`src/rtl/fcs_pkg.sv`:
```
// Package: shared types and constants for the FASTA to color-space stream unit.
`timescale 1ns / 1ps

package fcs_pkg;

    localparam int CharWidth  = 8;
    localparam int QueueDepth = 4;
    localparam int QueuePtrW  = $clog2(QueueDepth);
    localparam int QueueCntW  = $clog2(QueueDepth + 1);

    localparam logic [CharWidth-1:0] CHAR_T      = 8'h54;
    localparam logic [CharWidth-1:0] CHAR_N      = 8'h4E;
    localparam logic [CharWidth-1:0] CHAR_A      = 8'h41;
    localparam logic [CharWidth-1:0] CHAR_C      = 8'h43;
    localparam logic [CharWidth-1:0] CHAR_G      = 8'h47;
    localparam logic [CharWidth-1:0] CHAR_DOT    = 8'h2E;
    localparam logic [CharWidth-1:0] CHAR_GT     = 8'h3E;
    localparam logic [CharWidth-1:0] CHAR_ZERO   = 8'h30;
    localparam logic [CharWidth-1:0] CHAR_SPACE  = 8'h20;
    localparam logic [CharWidth-1:0] CHAR_TAB    = 8'h09;
    localparam logic [CharWidth-1:0] CHAR_LF     = 8'h0A;
    localparam logic [CharWidth-1:0] CHAR_VT     = 8'h0B;
    localparam logic [CharWidth-1:0] CHAR_FF     = 8'h0C;
    localparam logic [CharWidth-1:0] CHAR_CR     = 8'h0D;
    localparam logic [CharWidth-1:0] CHAR_LOW_A  = 8'h61;
    localparam logic [CharWidth-1:0] CHAR_LOW_Z  = 8'h7A;
    localparam logic [CharWidth-1:0] CASE_OFFSET = 8'h20;

    typedef enum logic [2:0] {
        MODE_SEQ  = 3'b001,
        MODE_HDR  = 3'b010,
        MODE_HALT = 3'b100
    } mode_t;

    typedef enum logic [2:0] {
        PB_NONE = 3'd0,
        PB_A    = 3'd1,
        PB_C    = 3'd2,
        PB_G    = 3'd3,
        PB_T    = 3'd4,
        PB_N    = 3'd5,
        PB_BAD  = 3'd6
    } base_t;

    typedef struct packed {
        logic [CharWidth-1:0] out_char;
        logic                 bad_symbol;
        logic                 last_of_run;
    } result_t;

    typedef struct packed {
        logic [1:0] count;
        result_t    first;
        result_t    second;
    } step_out_t;

endpackage

```
`src/rtl/fcs_if.sv`:
```
// Interfaces: valid/ready channels for text bytes and color-space results.
`timescale 1ns / 1ps

interface fcs_text_if;
    logic       valid;
    logic       ready;
    logic [7:0] in_char;

    modport source (output valid, output in_char, input ready);
    modport sink   (input valid, input in_char, output ready);
endinterface

interface fcs_color_if;
    logic       valid;
    logic       ready;
    logic [7:0] out_char;
    logic       bad_symbol;
    logic       last_of_run;

    modport source (output valid, output out_char, output bad_symbol,
                    output last_of_run, input ready);
    modport sink   (input valid, input out_char, input bad_symbol,
                    input last_of_run, output ready);
endinterface

```
`src/rtl/fasta_to_color_space_stream_unit.sv`:
```
// Top level: FASTA text byte stream to color-space result stream.
//
//   channel | role   | payload
//   --------+--------+-------------------------------------------
//   text    | sink   | in_char[7:0]
//   color   | source | out_char[7:0], bad_symbol, last_of_run
//
// One text byte is taken per cycle; each is decoded in the same cycle against the
// mode and previous-base registers and its zero, one or two results enter a
// four-entry result FIFO, which drives color one result per cycle unless stalled.
// A header newline makes two results, so a byte after it may have to wait.
// text.ready drops while fewer than two FIFO entries would be free.
// Reset clears the mode (sequence), previous base (none) and the FIFO.
`timescale 1ns / 1ps

module fasta_to_color_space_stream_unit (
    input  logic        clk,
    input  logic        rst_n,
    fcs_text_if.sink    text,
    fcs_color_if.source color
);
    import fcs_pkg::*;

    step_out_t            step;
    result_t              head;
    logic                 accept;
    logic                 pop;
    logic                 not_empty;
    logic [QueueCntW-1:0] count;

    assign pop        = color.valid && color.ready;
    assign text.ready = (count <= QueueCntW'(QueueDepth - 2))
                     || ((count == QueueCntW'(QueueDepth - 1)) && pop);
    assign accept     = text.valid && text.ready;

    fcs_step u_step (
        .clk     (clk),
        .rst_n   (rst_n),
        .accept  (accept),
        .in_char (text.in_char),
        .step    (step)
    );

    fcs_result_queue u_queue (
        .clk         (clk),
        .rst_n       (rst_n),
        .push_count  (accept ? step.count : 2'd0),
        .push_first  (step.first),
        .push_second (step.second),
        .pop         (pop),
        .head        (head),
        .not_empty   (not_empty),
        .count       (count)
    );

    assign color.valid       = not_empty;
    assign color.out_char    = head.out_char;
    assign color.bad_symbol  = head.bad_symbol;
    assign color.last_of_run = head.last_of_run;

    a_bad_is_final: assert property (@(posedge clk) disable iff (!rst_n)
        (color.valid && color.bad_symbol) |-> (color.last_of_run && color.out_char == '0))
        else $error("error result not final or not zero");

    a_no_overflow: assert property (@(posedge clk) disable iff (!rst_n)
        count <= QueueCntW'(QueueDepth))
        else $error("result queue overflow");

    a_halt_silent: assert property (@(posedge clk) disable iff (!rst_n)
        (pop && color.bad_symbol) |=> !color.valid)
        else $error("result after error");

    a_pair_visible: assert property (@(posedge clk) disable iff (!rst_n)
        (accept && step.count == 2'd2) |=> color.valid)
        else $error("two-result transaction not queued");

endmodule

```
`src/rtl/fcs_step.sv`:
```
// Step logic: mode and previous-base registers with per-byte result decode.
`timescale 1ns / 1ps

module fcs_step (
    input  logic                        clk,
    input  logic                        rst_n,
    input  logic                        accept,
    input  logic [fcs_pkg::CharWidth-1:0] in_char,
    output fcs_pkg::step_out_t          step
);
    import fcs_pkg::*;

    mode_t                mode_reg;
    mode_t                mode_next;
    base_t                prev_reg;
    base_t                prev_next;
    logic [CharWidth-1:0] upper;
    base_t                code;
    logic                 is_ws;
    logic [1:0]           color;

    function automatic result_t make_result(logic [CharWidth-1:0] ch, logic bad,
                                            logic last);
        result_t r;
        r.out_char    = ch;
        r.bad_symbol  = bad;
        r.last_of_run = last;
        return r;
    endfunction

    always_comb
    begin
        is_ws = (in_char == CHAR_SPACE) || (in_char == CHAR_TAB) || (in_char == CHAR_LF)
             || (in_char == CHAR_VT) || (in_char == CHAR_FF) || (in_char == CHAR_CR);
        upper = in_char;
        if (in_char >= CHAR_LOW_A && in_char <= CHAR_LOW_Z)
        begin
            upper = in_char - CASE_OFFSET;
        end
        unique case (upper)
            CHAR_A:  code = PB_A;
            CHAR_C:  code = PB_C;
            CHAR_G:  code = PB_G;
            CHAR_T:  code = PB_T;
            CHAR_N:  code = PB_N;
            default: code = PB_BAD;
        endcase
        color = 2'(prev_reg - PB_A) ^ 2'(code - PB_A);
    end

    always_comb
    begin
        mode_next   = mode_reg;
        prev_next   = prev_reg;
        step.count  = 2'd0;
        step.first  = make_result(in_char, 1'b0, 1'b1);
        step.second = make_result(CHAR_T, 1'b0, 1'b1);
        unique case (mode_reg)
            MODE_HALT:
            begin
                step.count = 2'd0;
            end
            MODE_HDR:
            begin
                if (in_char == CHAR_LF)
                begin
                    step.count             = 2'd2;
                    step.first.last_of_run = 1'b0;
                    mode_next              = MODE_SEQ;
                    prev_next              = PB_T;
                end
                else
                begin
                    step.count = 2'd1;
                end
            end
            MODE_SEQ:
            begin
                if (in_char == CHAR_GT)
                begin
                    step.count = 2'd1;
                    mode_next  = MODE_HDR;
                end
                else if (is_ws)
                begin
                    step.count = 2'd1;
                end
                else if (prev_reg == PB_NONE)
                begin
                    prev_next = code;
                end
                else if (prev_reg == PB_BAD || code == PB_BAD)
                begin
                    step.count = 2'd1;
                    step.first = make_result('0, 1'b1, 1'b1);
                    mode_next  = MODE_HALT;
                end
                else if (prev_reg == PB_N || code == PB_N)
                begin
                    step.count = 2'd1;
                    step.first = make_result(CHAR_DOT, 1'b0, 1'b1);
                    prev_next  = code;
                end
                else
                begin
                    step.count = 2'd1;
                    step.first = make_result(CHAR_ZERO | CharWidth'(color), 1'b0, 1'b1);
                    prev_next  = code;
                end
            end
            default:
            begin
                mode_next = MODE_SEQ;
            end
        endcase
    end

    always_ff @(posedge clk or negedge rst_n)
    begin
        if (!rst_n)
        begin
            mode_reg <= MODE_SEQ;
            prev_reg <= PB_NONE;
        end
        else if (accept)
        begin
            mode_reg <= mode_next;
            prev_reg <= prev_next;
        end
    end

endmodule

```
`src/rtl/fcs_result_queue.sv`:
```
// Result queue: register FIFO taking up to two results per cycle, one out.
`timescale 1ns / 1ps

module fcs_result_queue (
    input  logic                          clk,
    input  logic                          rst_n,
    input  logic [1:0]                    push_count,
    input  fcs_pkg::result_t              push_first,
    input  fcs_pkg::result_t              push_second,
    input  logic                          pop,
    output fcs_pkg::result_t              head,
    output logic                          not_empty,
    output logic [fcs_pkg::QueueCntW-1:0] count
);
    import fcs_pkg::*;

    result_t                entry_reg [QueueDepth];
    logic [QueuePtrW-1:0]   wr_ptr_reg;
    logic [QueuePtrW-1:0]   wr_ptr_next;
    logic [QueuePtrW-1:0]   rd_ptr_reg;
    logic [QueuePtrW-1:0]   rd_ptr_next;
    logic [QueueCntW-1:0]   count_reg;
    logic [QueueCntW-1:0]   count_next;
    logic                   do_pop;

    assign do_pop    = pop && (count_reg != '0);
    assign head      = entry_reg[rd_ptr_reg];
    assign not_empty = (count_reg != '0);
    assign count     = count_reg;

    always_comb
    begin
        wr_ptr_next = wr_ptr_reg + QueuePtrW'(push_count);
        rd_ptr_next = rd_ptr_reg + QueuePtrW'(do_pop);
        count_next  = count_reg + QueueCntW'(push_count) - QueueCntW'(do_pop);
    end

    always_ff @(posedge clk)
    begin
        if (push_count != 2'd0)
        begin
            entry_reg[wr_ptr_reg] <= push_first;
        end
        if (push_count == 2'd2)
        begin
            entry_reg[wr_ptr_reg + QueuePtrW'(1)] <= push_second;
        end
    end

    always_ff @(posedge clk or negedge rst_n)
    begin
        if (!rst_n)
        begin
            wr_ptr_reg <= '0;
            rd_ptr_reg <= '0;
            count_reg  <= '0;
        end
        else
        begin
            wr_ptr_reg <= wr_ptr_next;
            rd_ptr_reg <= rd_ptr_next;
            count_reg  <= count_next;
        end
    end

endmodule

```
`src/flat_wrapper.sv`:
```
// flat-port wrapper written by rule: the top's interface ports become plain ports
module fasta_to_color_space_stream_unit_flat import fcs_pkg::*;
  (clk, rst_n, text_valid, text_in_char, text_ready, color_valid, color_out_char, color_bad_symbol, color_last_of_run, color_ready);
  fcs_text_if text_i ();
  fcs_color_if color_i ();
  input  logic clk;
  input  logic rst_n;
  input wire logic [$bits(text_i.valid)-1:0] text_valid;
  input wire logic [$bits(text_i.in_char)-1:0] text_in_char;
  output wire logic [$bits(text_i.ready)-1:0] text_ready;
  output wire logic [$bits(color_i.valid)-1:0] color_valid;
  output wire logic [$bits(color_i.out_char)-1:0] color_out_char;
  output wire logic [$bits(color_i.bad_symbol)-1:0] color_bad_symbol;
  output wire logic [$bits(color_i.last_of_run)-1:0] color_last_of_run;
  input wire logic [$bits(color_i.ready)-1:0] color_ready;
  assign text_i.valid = text_valid;
  assign text_i.in_char = text_in_char;
  assign text_ready = text_i.ready;
  assign color_valid = color_i.valid;
  assign color_out_char = color_i.out_char;
  assign color_bad_symbol = color_i.bad_symbol;
  assign color_last_of_run = color_i.last_of_run;
  assign color_i.ready = color_ready;
  fasta_to_color_space_stream_unit u_core (.clk(clk), .rst_n(rst_n), .text(text_i), .color(color_i));
endmodule
```
`config.mk`:
```
export PLATFORM = sky130hd
export DESIGN_NAME = fasta_to_color_space_stream_unit_flat
export DESIGN_NICKNAME = d
export VERILOG_FILES = /design/src/rtl/fcs_pkg.sv /design/src/rtl/fcs_if.sv /design/src/rtl/fasta_to_color_space_stream_unit.sv /design/src/rtl/fcs_step.sv /design/src/rtl/fcs_result_queue.sv /design/src/flat_wrapper.sv
export SDC_FILE = /design/constraint.sdc
export NUM_CORES = 1
export LEC_CHECK = 0
export ABC_AREA = 1
export CORE_UTILIZATION = 45
export DETAILED_ROUTE_END_ITERATION = 12
export DONT_BUFFER_PORTS = 1
export PLACE_DENSITY_LB_ADDON = 0.1
export SETUP_SLACK_MARGIN = 0.5
export SYNTH_ARGS = -nofsm -noshare
export SYNTH_HDL_FRONTEND = slang
export SYNTH_SLANG_ARGS = --single-unit
```
`constraint.sdc`:
```
create_clock -name clk -period 2.4 [get_ports clk]
set_input_delay 0.72 -clock clk [delete_from_list [all_inputs] [get_ports clk]]
set_output_delay 0.72 -clock clk [all_outputs]
set_load 0.01 [all_outputs]
```
==> results.json, run 1 <==
{
  "whs_ns": 0.0837,
  "dieArea_sq_mm": 0.00727,
  "die_h_microns": 85.3,
  "grt_max_degree": 17,
  "cts_buffers": 5,
  "clk_pin_slew_worst_paths_ns": 0.10,
  "largest_register_ffs": 40,
  "cp_max_fo": 5,
  "dp.cells": 551,
  "hpwl_mm": 6.28,
  "overflow": 0,
  "vias": 3279,
  "wirelength_mm": 9.72,
  "fin_crit_sh": 0.934,
  "irDropWorstVdd_mv": 0.461,
  "yosys_warnings": 0,
  "dpl_cell_area_sq_mm": 0.00373,
  "io_buffers": 0,
  "synth_seq_cells": 53,
  "grt_pass1_wl_mm": 15.5,
  "layout_commonest_cell": "nand2_1",
  "place_congestion": 0.873,
  "antenna_cells": 0,
  "min_period_ns": 2.24,
  "ioPinCount": 24,
  "yosysTopAreaCell": "dfxtp_1",
  "grt_pass1_vias": 3202,
  "ant_nets": 0,
  "async_reset_ff_frac": 0.245,
  "maxSlewHeadroom": 0.727,
  "synth_top_area_share": 0.257,
  "synth_nets": 459,
  "dr.pass1.iters": 4,
  "initial_core_util": 0.478,
  "clk_latency_ns": 0.31,
  "hold_path.class": "primary input to async pin",
  "cts-root-buf": "clkbuf_8",
  "endpoint_kind": "flip-flop",
  "synth.avg_cell_area_sq_um": 7.19,
  "fin_util": 0.718,
  "p_per_area_mw_per_mm2": 1100,
  "ys_seq_area_frac": 0.361,
  "tightest_slew_ns": 0.407,
  "synthCells": 434,
  "setup-violations-final": 0,
  "hold_viol": 0,
  "worst-endpoint-required_ns": 2.64,
  "grtUsageTotal": 0.272,
  "drt-initial-drc-count": 165,
  "rsz0062_at_grt": "yes",
  "final_cell_count_no_fill": 600,
  "arrival_ns": 2.48,
  "place_ws_ns": -0.168,
  "cts_buffer_depth": 2,
  "remaining_drc_errors": 0,
  "htree_levels": 2,
  "synth_cell_types": 42,
  "cts.sinks": 53,
  "post_drt_wl_per_cell_microns": 16.2,
  "start_kind": "primary input",
  "cts_tree": "done",
  "synth-edff-count": 0,
  "postCtsHoldBufs": 0,
  "syn_to_final_growth_pct": 50.2,
  "max_freq_mhz": 446,
  "fin_nets": 547,
  "crit_type": "primary input to flip-flop",
  "clock_skew_ns": 0.0145,
  "slew_violations": 0,
  "nFillCells": 515,
  "viasPerCell": 5.47,
  "timing.final.ws_setup_ns": 0.159,
  "placementRows": 29,
  "p_leak_nw": 2.13,
  "synthTopCellsByArea": "dfxtp_1 (26%), nand2_1 (11%), dfrtp_1 (9.6%)",
  "syn-cell-area_sq_mm": 0.00312,
  "fin_area_sq_mm": 0.00469,
  "die_w_microns": 85.3,
  "synth-main-ff-cell": "dfxtp_1",
  "layout_common_cells": "nand2_1 (72), buf_4 (68), dfxtp_1 (40)",
  "status": "finished, final reports clean",
  "design.core.area_sq_mm": 0.00653,
  "grt_antenna_before_repair": 0,
  "maxCapViolations": 0,
  "drive_above_1_share": 0.468
}
-- routing by layer --
| metal | up-vias | part of all wire | track usage |
|---|---|---|---|
| met2 | 80 | 0.52 | 0.488 |
| met5 | - | 0 | 0 |
| met3 | 18 | 0.047 | 0.0379 |
| met4 | 0 | 0.020 | 0.0985 |
| met1 | 1572 | 0.41 | 0.332 |
| li1 | 1609 | - | - |
-- path summary, 6_finish.rpt --
| path | start | end | slack (ns) | cells past startpoint |
|---|---|---|---|---|
| setup / recovery | text_in_char[6] | u_core.u_queue.entry_reg[1][5] | 0.16 | 18 |
| hold / removal | rst_n | u_core.u_queue.rd_ptr_reg[0] | 0.08 | 0 |
| setup reg to reg | u_core.u_step.mode_reg[1] | u_core.u_queue.count[2] | 0.34 | 11 |
| hold reg to reg | u_core.u_queue.entry_reg[1][4] | u_core.u_queue.entry_reg[1][4] | 0.47 | 2 |
| max in group asynchronous | rst_n | u_core.u_step.mode_reg[0] | 2.14 | 0 |
| min in group clk | u_core.u_queue.entry_reg[1][4] | u_core.u_queue.entry_reg[1][4] | 0.47 | 2 |
-- what timing repair did --
action,CTS,global route
resized for setup,97,65
pin swaps,35,17
setup buffers,21,15
setup endpoints to repair,59,59
gates cloned,5,0
-- Yosys cell counts (2+ instances only) --
cell type and instances:
nand2_4 2, a21oi_2 2, nor3_1 3, nor2_2 3, a211oi_1 2, nor2_1 43, nand2_1 93, dfrtp_1 12
dfxtp_1 40, o21ai_0 39, o21ai_1 3, a31oi_1 2, ha_1 12, a21oi_1 41, nor3_4 2, xor2_1 5
inv_1 48, nor3_2 2, nand3_1 29, buf_4 2, buf_6 3, inv_2 8, nand3_4 2, o22ai_1 6
nand4_1 8, or2_2 2, clkbuf_1 4, o21ai_2 2
-- kinds of logic (layout without fill, tap and decap cells) --
family	Yosys count	count (layout)	share of synthesized area
flip-flops	53	53	0.361
adder cells (fa/ha/maj)	13	13	0.0545
AND/OR/NAND/NOR	194	194	0.297
AO/OA/AOI/OAI	101	101	0.178
XOR/XNOR	6	6	0.0168
buffers and inverters	67	156	0.0926
-- worst max-delay path: stages --
cell and delay, ns:
inv_12 0.02, ha_4 0.22, nor2_2 0.07, nand2_1 0.05, inv_1 0.05, nand2_1 0.05, nand2_2 0.09, nand4_1 0.14
nand2_1 0.12, inv_1 0.07, ha_2 0.18, nand3_2 0.07, nand2_4 0.08, nor2_4 0.15, nand2_2 0.11, nand2_2 0.09
nand2_4 0.08, a21oi_2 0.13
-- stage by stage --
step | setup TNS (ns) | power (mW)
2_1_floorplan | -0.243 | 3.02
3_5_place_dp | -3.59 | 3.60
4_1_cts | 0 | 4.76
6_report | 0 | 5.15
3_3_place_gp | -1.82 | 3.56
5_1_grt | 0 | 5.51
-- layout make-up --
class	count	area [sq um]	area share
multi-input cells	314	2290	0.488
clock buffers	7	86.3	0.0184
repair inverters	4	30.0	0.00641
repair buffers	86	756	0.161
well taps	77	96.3	0.0205
clock inverters	1	7.51	0.00160
flip-flops and latches	53	1130	0.241
inverters	58	293	0.0624
-- power breakdown --
group / switching (mW) / internal, mW
registers: 0.352 / 1.29
clock network: 0.303 / 0.235
logic: 1.70 / 1.27
total: 2.36 / 2.80
Note: power is estimated with default switching activity, not from simulation.
==> run 2, diff against run 1 <==
--- a/config.mk
+++ b/config.mk
@@ -5,12 +5,12 @@
 export SDC_FILE = /design/constraint.sdc
 export NUM_CORES = 1
 export LEC_CHECK = 0
-export ABC_AREA = 1
 export CORE_UTILIZATION = 45
 export DETAILED_ROUTE_END_ITERATION = 12
 export DONT_BUFFER_PORTS = 1
 export PLACE_DENSITY_LB_ADDON = 0.1
 export SETUP_SLACK_MARGIN = 0.5
+export SLEW_MARGIN = 20
 export SYNTH_ARGS = -nofsm -noshare
 export SYNTH_HDL_FRONTEND = slang
 export SYNTH_SLANG_ARGS = --single-unit
==> results.json, run 2 <==
{
  "whs_ns": 0.0865,
  "synth_top_area_share": 0.239,
  "hold_viol": 0,
  "violations": "negative setup slack",
  "design.core.area_sq_mm": 0.00721,
  "clk_pin_slew_worst_paths_ns": 0.10,
  "synthTopCellsByArea": "dfxtp_1 (24%), dfrtp_1 (9.0%), mux4_2 (6.7%)",
  "tightest_slew_ns": 0.447,
  "crit_type": "primary input to flip-flop",
  "synthCells": 367,
  "cts_tree": "done",
  "yosysMostFrequentCell": "dfxtp_1",
  "power_frac_seq": 0.330,
  "p_int_mw": 2.91,
  "viasPerCell": 6.11,
  "synth-main-ff-cell": "dfxtp_1",
  "fin_nets": 492,
  "setup-violations-final": 34,
  "htree_levels": 2,
  "post_drt_wl_per_cell_microns": 19.8,
  "grtUsageTotal": 0.291,
  "arrival_ns": 2.88,
  "drt-initial-drc-count": 206,
  "die_w_microns": 88.3,
  "largest_register_ffs": 40,
  "grt_max_degree": 17,
  "p_leak_nw": 2.00,
  "grt_antenna_before_repair": 0,
  "placementRows": 31,
  "crit_path_end": "u_core.u_queue.entry_reg[0][6]",
  "cts_buffer_depth": 2,
  "grt_pass1_wl_mm": 17.1,
  "ff2ff_setup_slack_ns": 0.12,
  "hold_path.class": "primary input to async pin",
  "p_clk_frac": 0.109,
  "layout_commonest_cell": "buf_4",
  "ys_seq_area_frac": 0.336,
  "drive_above_1_share": 0.479,
  "yosys_warnings": 0,
  "synth.avg_cell_area_sq_um": 9.13,
  "min_period_ns": 2.64,
  "irDropWorstVdd_mv": 0.406,
  "synth-edff-count": 0,
  "endpoint_kind": "flip-flop",
  "cp-startpoint": "text_in_char[2]",
  "initial_core_util": 0.464,
  "remaining_drc_errors": 0,
  "async_reset_ff_frac": 0.245,
  "switching_share": 0.399,
  "hpwl_mm": 8.15,
  "finalSetupTns_ns": -5.07,
  "synth_cell_types": 68,
  "worst-endpoint-required_ns": 2.64,
  "timing.final.ws_setup_ns": -0.245,
  "start_kind": "primary input",
  "synth_nets": 392,
  "rsz0062_at_grt": "yes",
  "dr.pass1.iters": 4,
  "syn_to_final_growth_pct": 47.3,
  "switching_power_mw": 1.93,
  "place_congestion": 0.888,
  "r2r_end": "u_core.u_queue.count[2]",
  "dieArea_sq_mm": 0.00780,
  "syn-cell-area_sq_mm": 0.00335,
  "grt_pass1_vias": 3384,
  "overflow": 0,
  "timing.rr.start": "u_core.u_step.mode_reg[0]",
  "place_ws_ns": -0.504,
  "max_freq_mhz": 378,
  "combPwrFrac": 0.561,
  "io_buffers": 0,
  "clk_latency_ns": 0.31,
  "cts.sinks": 53,
  "cts-root-buf": "clkbuf_8",
  "maxCapViolations": 0,
  "yosysTopAreaCell": "dfxtp_1",
  "p_per_area_mw_per_mm2": 980,
  "ioPinCount": 24,
  "ant_nets": 0,
  "clock_skew_ns": 0.00662,
  "die_h_microns": 88.3,
  "maxSlewHeadroom": 0.701,
  "slew_violations": 0,
  "synth_seq_cells": 53,
  "antenna_cells": 0,
  "cts_buffers": 5,
  "fin_crit_sh": 1.10,
  "synth_common_cells": "dfxtp_1 (40), nand3_1 (23), nor2_1 (20)",
  "vias": 3462,
  "layout_common_cells": "buf_4 (93), dfxtp_1 (40), nand3_1 (18)",
  "cp_max_fo": 12,
  "wirelength_mm": 11.2,
  "rr_worst_depth": 9,
  "status": "complete, but fails checks"
}
run 2: cell types whose count changed after synthesis, moves of 7 or more:
cell,delta
a21boi_0,+8
a21oi_1,-22
a31oi_1,+8
and3_1,+8
buf_2,+12
inv_1,-29
inv_2,-8
mux4_2,+10
nand2_1,-77
nor2_1,-23
o2111ai_1,+7
o211ai_1,+8
o21ai_0,-22
run 2: layer usage:
layer / global-route usage / part of all wire / up-vias
li1: - / - / 1613
met1: 0.348 / 0.40 / 1721
met2: 0.525 / 0.53 / 104
met3: 0.0336 / 0.042 / 24
met4: 0.126 / 0.030 / 0
met5: 0 / 0 / -
run 2: how the worst min path moves through the flow:
stage	slack, ns	cells past startpoint	endpoint	start
2_1_floorplan	0.42	0	u_core.u_queue.count[0]	rst_n
5_1_grt	0.07	0	u_core.u_queue.rd_ptr_reg[1]	rst_n
3_3_place_gp	0.42	0	u_core.u_queue.rd_ptr_reg[1]	rst_n
3_5_place_dp	0.42	0	u_core.u_queue.rd_ptr_reg[1]	rst_n
6_report	0.09	0	u_core.u_queue.rd_ptr_reg[1]	rst_n
4_1_cts	0.08	0	u_core.u_queue.rd_ptr_reg[1]	rst_n
run 2: layout make-up:
cell class | count | area [sq um]
multi-input combinational | 275 | 2570
fill | 588 | 2280
sequential | 53 | 1130
timing repair buffer | 113 | 958
tap | 99 | 124
clock buffer | 6 | 72.6
inverter | 19 | 71.3
clock inverter | 2 | 13.8
run 2: metrics by stage:
stage                     instance area, sq um  power [mW]  utilization  instances
after global routing                      4930        5.13        0.684        567
after floorplan                           3640        3.11            -        367
after CTS                                 4660        4.60        0.646        557
final                                     4930        4.84        0.684        567
after detailed placement                  4250        3.80        0.589        531
after global placement                    4250        3.74        0.589        531
run 2: cell families after synthesis:
| logic type | after synthesis | share of synthesized area |
|---|---|---|
| AOI/OAI and AO/OA | 117 | 0.258 |
| DFF | 53 | 0.336 |
| muxes | 11 | 0.0706 |
| and+or+nand+nor | 127 | 0.218 |
| xor gates and xnor gates | 7 | 0.0183 |
| buffers and inverters | 39 | 0.0482 |
| adders and majority gates | 13 | 0.0508 |
run 2: critical path, cell delays in order:
cell and delay (ns):
or3b_4 0.37, a211oi_2 0.21, a21oi_2 0.06, a211oi_2 0.27, inv_1 0.12, ha_4 0.18
or2_4 0.22, o41a_1 0.16, nor2_4 0.18, a211oi_2 0.09, buf_4 0.16, o211ai_1 0.15
run 2: timing repair:
action / in CTS / in global routing
buffers inserted: 18 / 9
endpoints found under the hold margin: 0 / 0
pin swaps: 35 / 27
resized for setup: 52 / 40
hold buffers: 0 / 0
gates cloned: 0 / 1
endpoints found under the setup margin: 63 / 63
run 2: power by group through the flow:
stage / sequential, mW / combinational [mW] / clock (mW)
detailed placement: 1.59 / 2.21 / 0
global route: 1.64 / 2.92 / 0.568
floorplan: 1.50 / 1.61 / 0
global placement: 1.58 / 2.16 / 0
CTS: 1.58 / 2.49 / 0.532
finish: 1.60 / 2.71 / 0.526
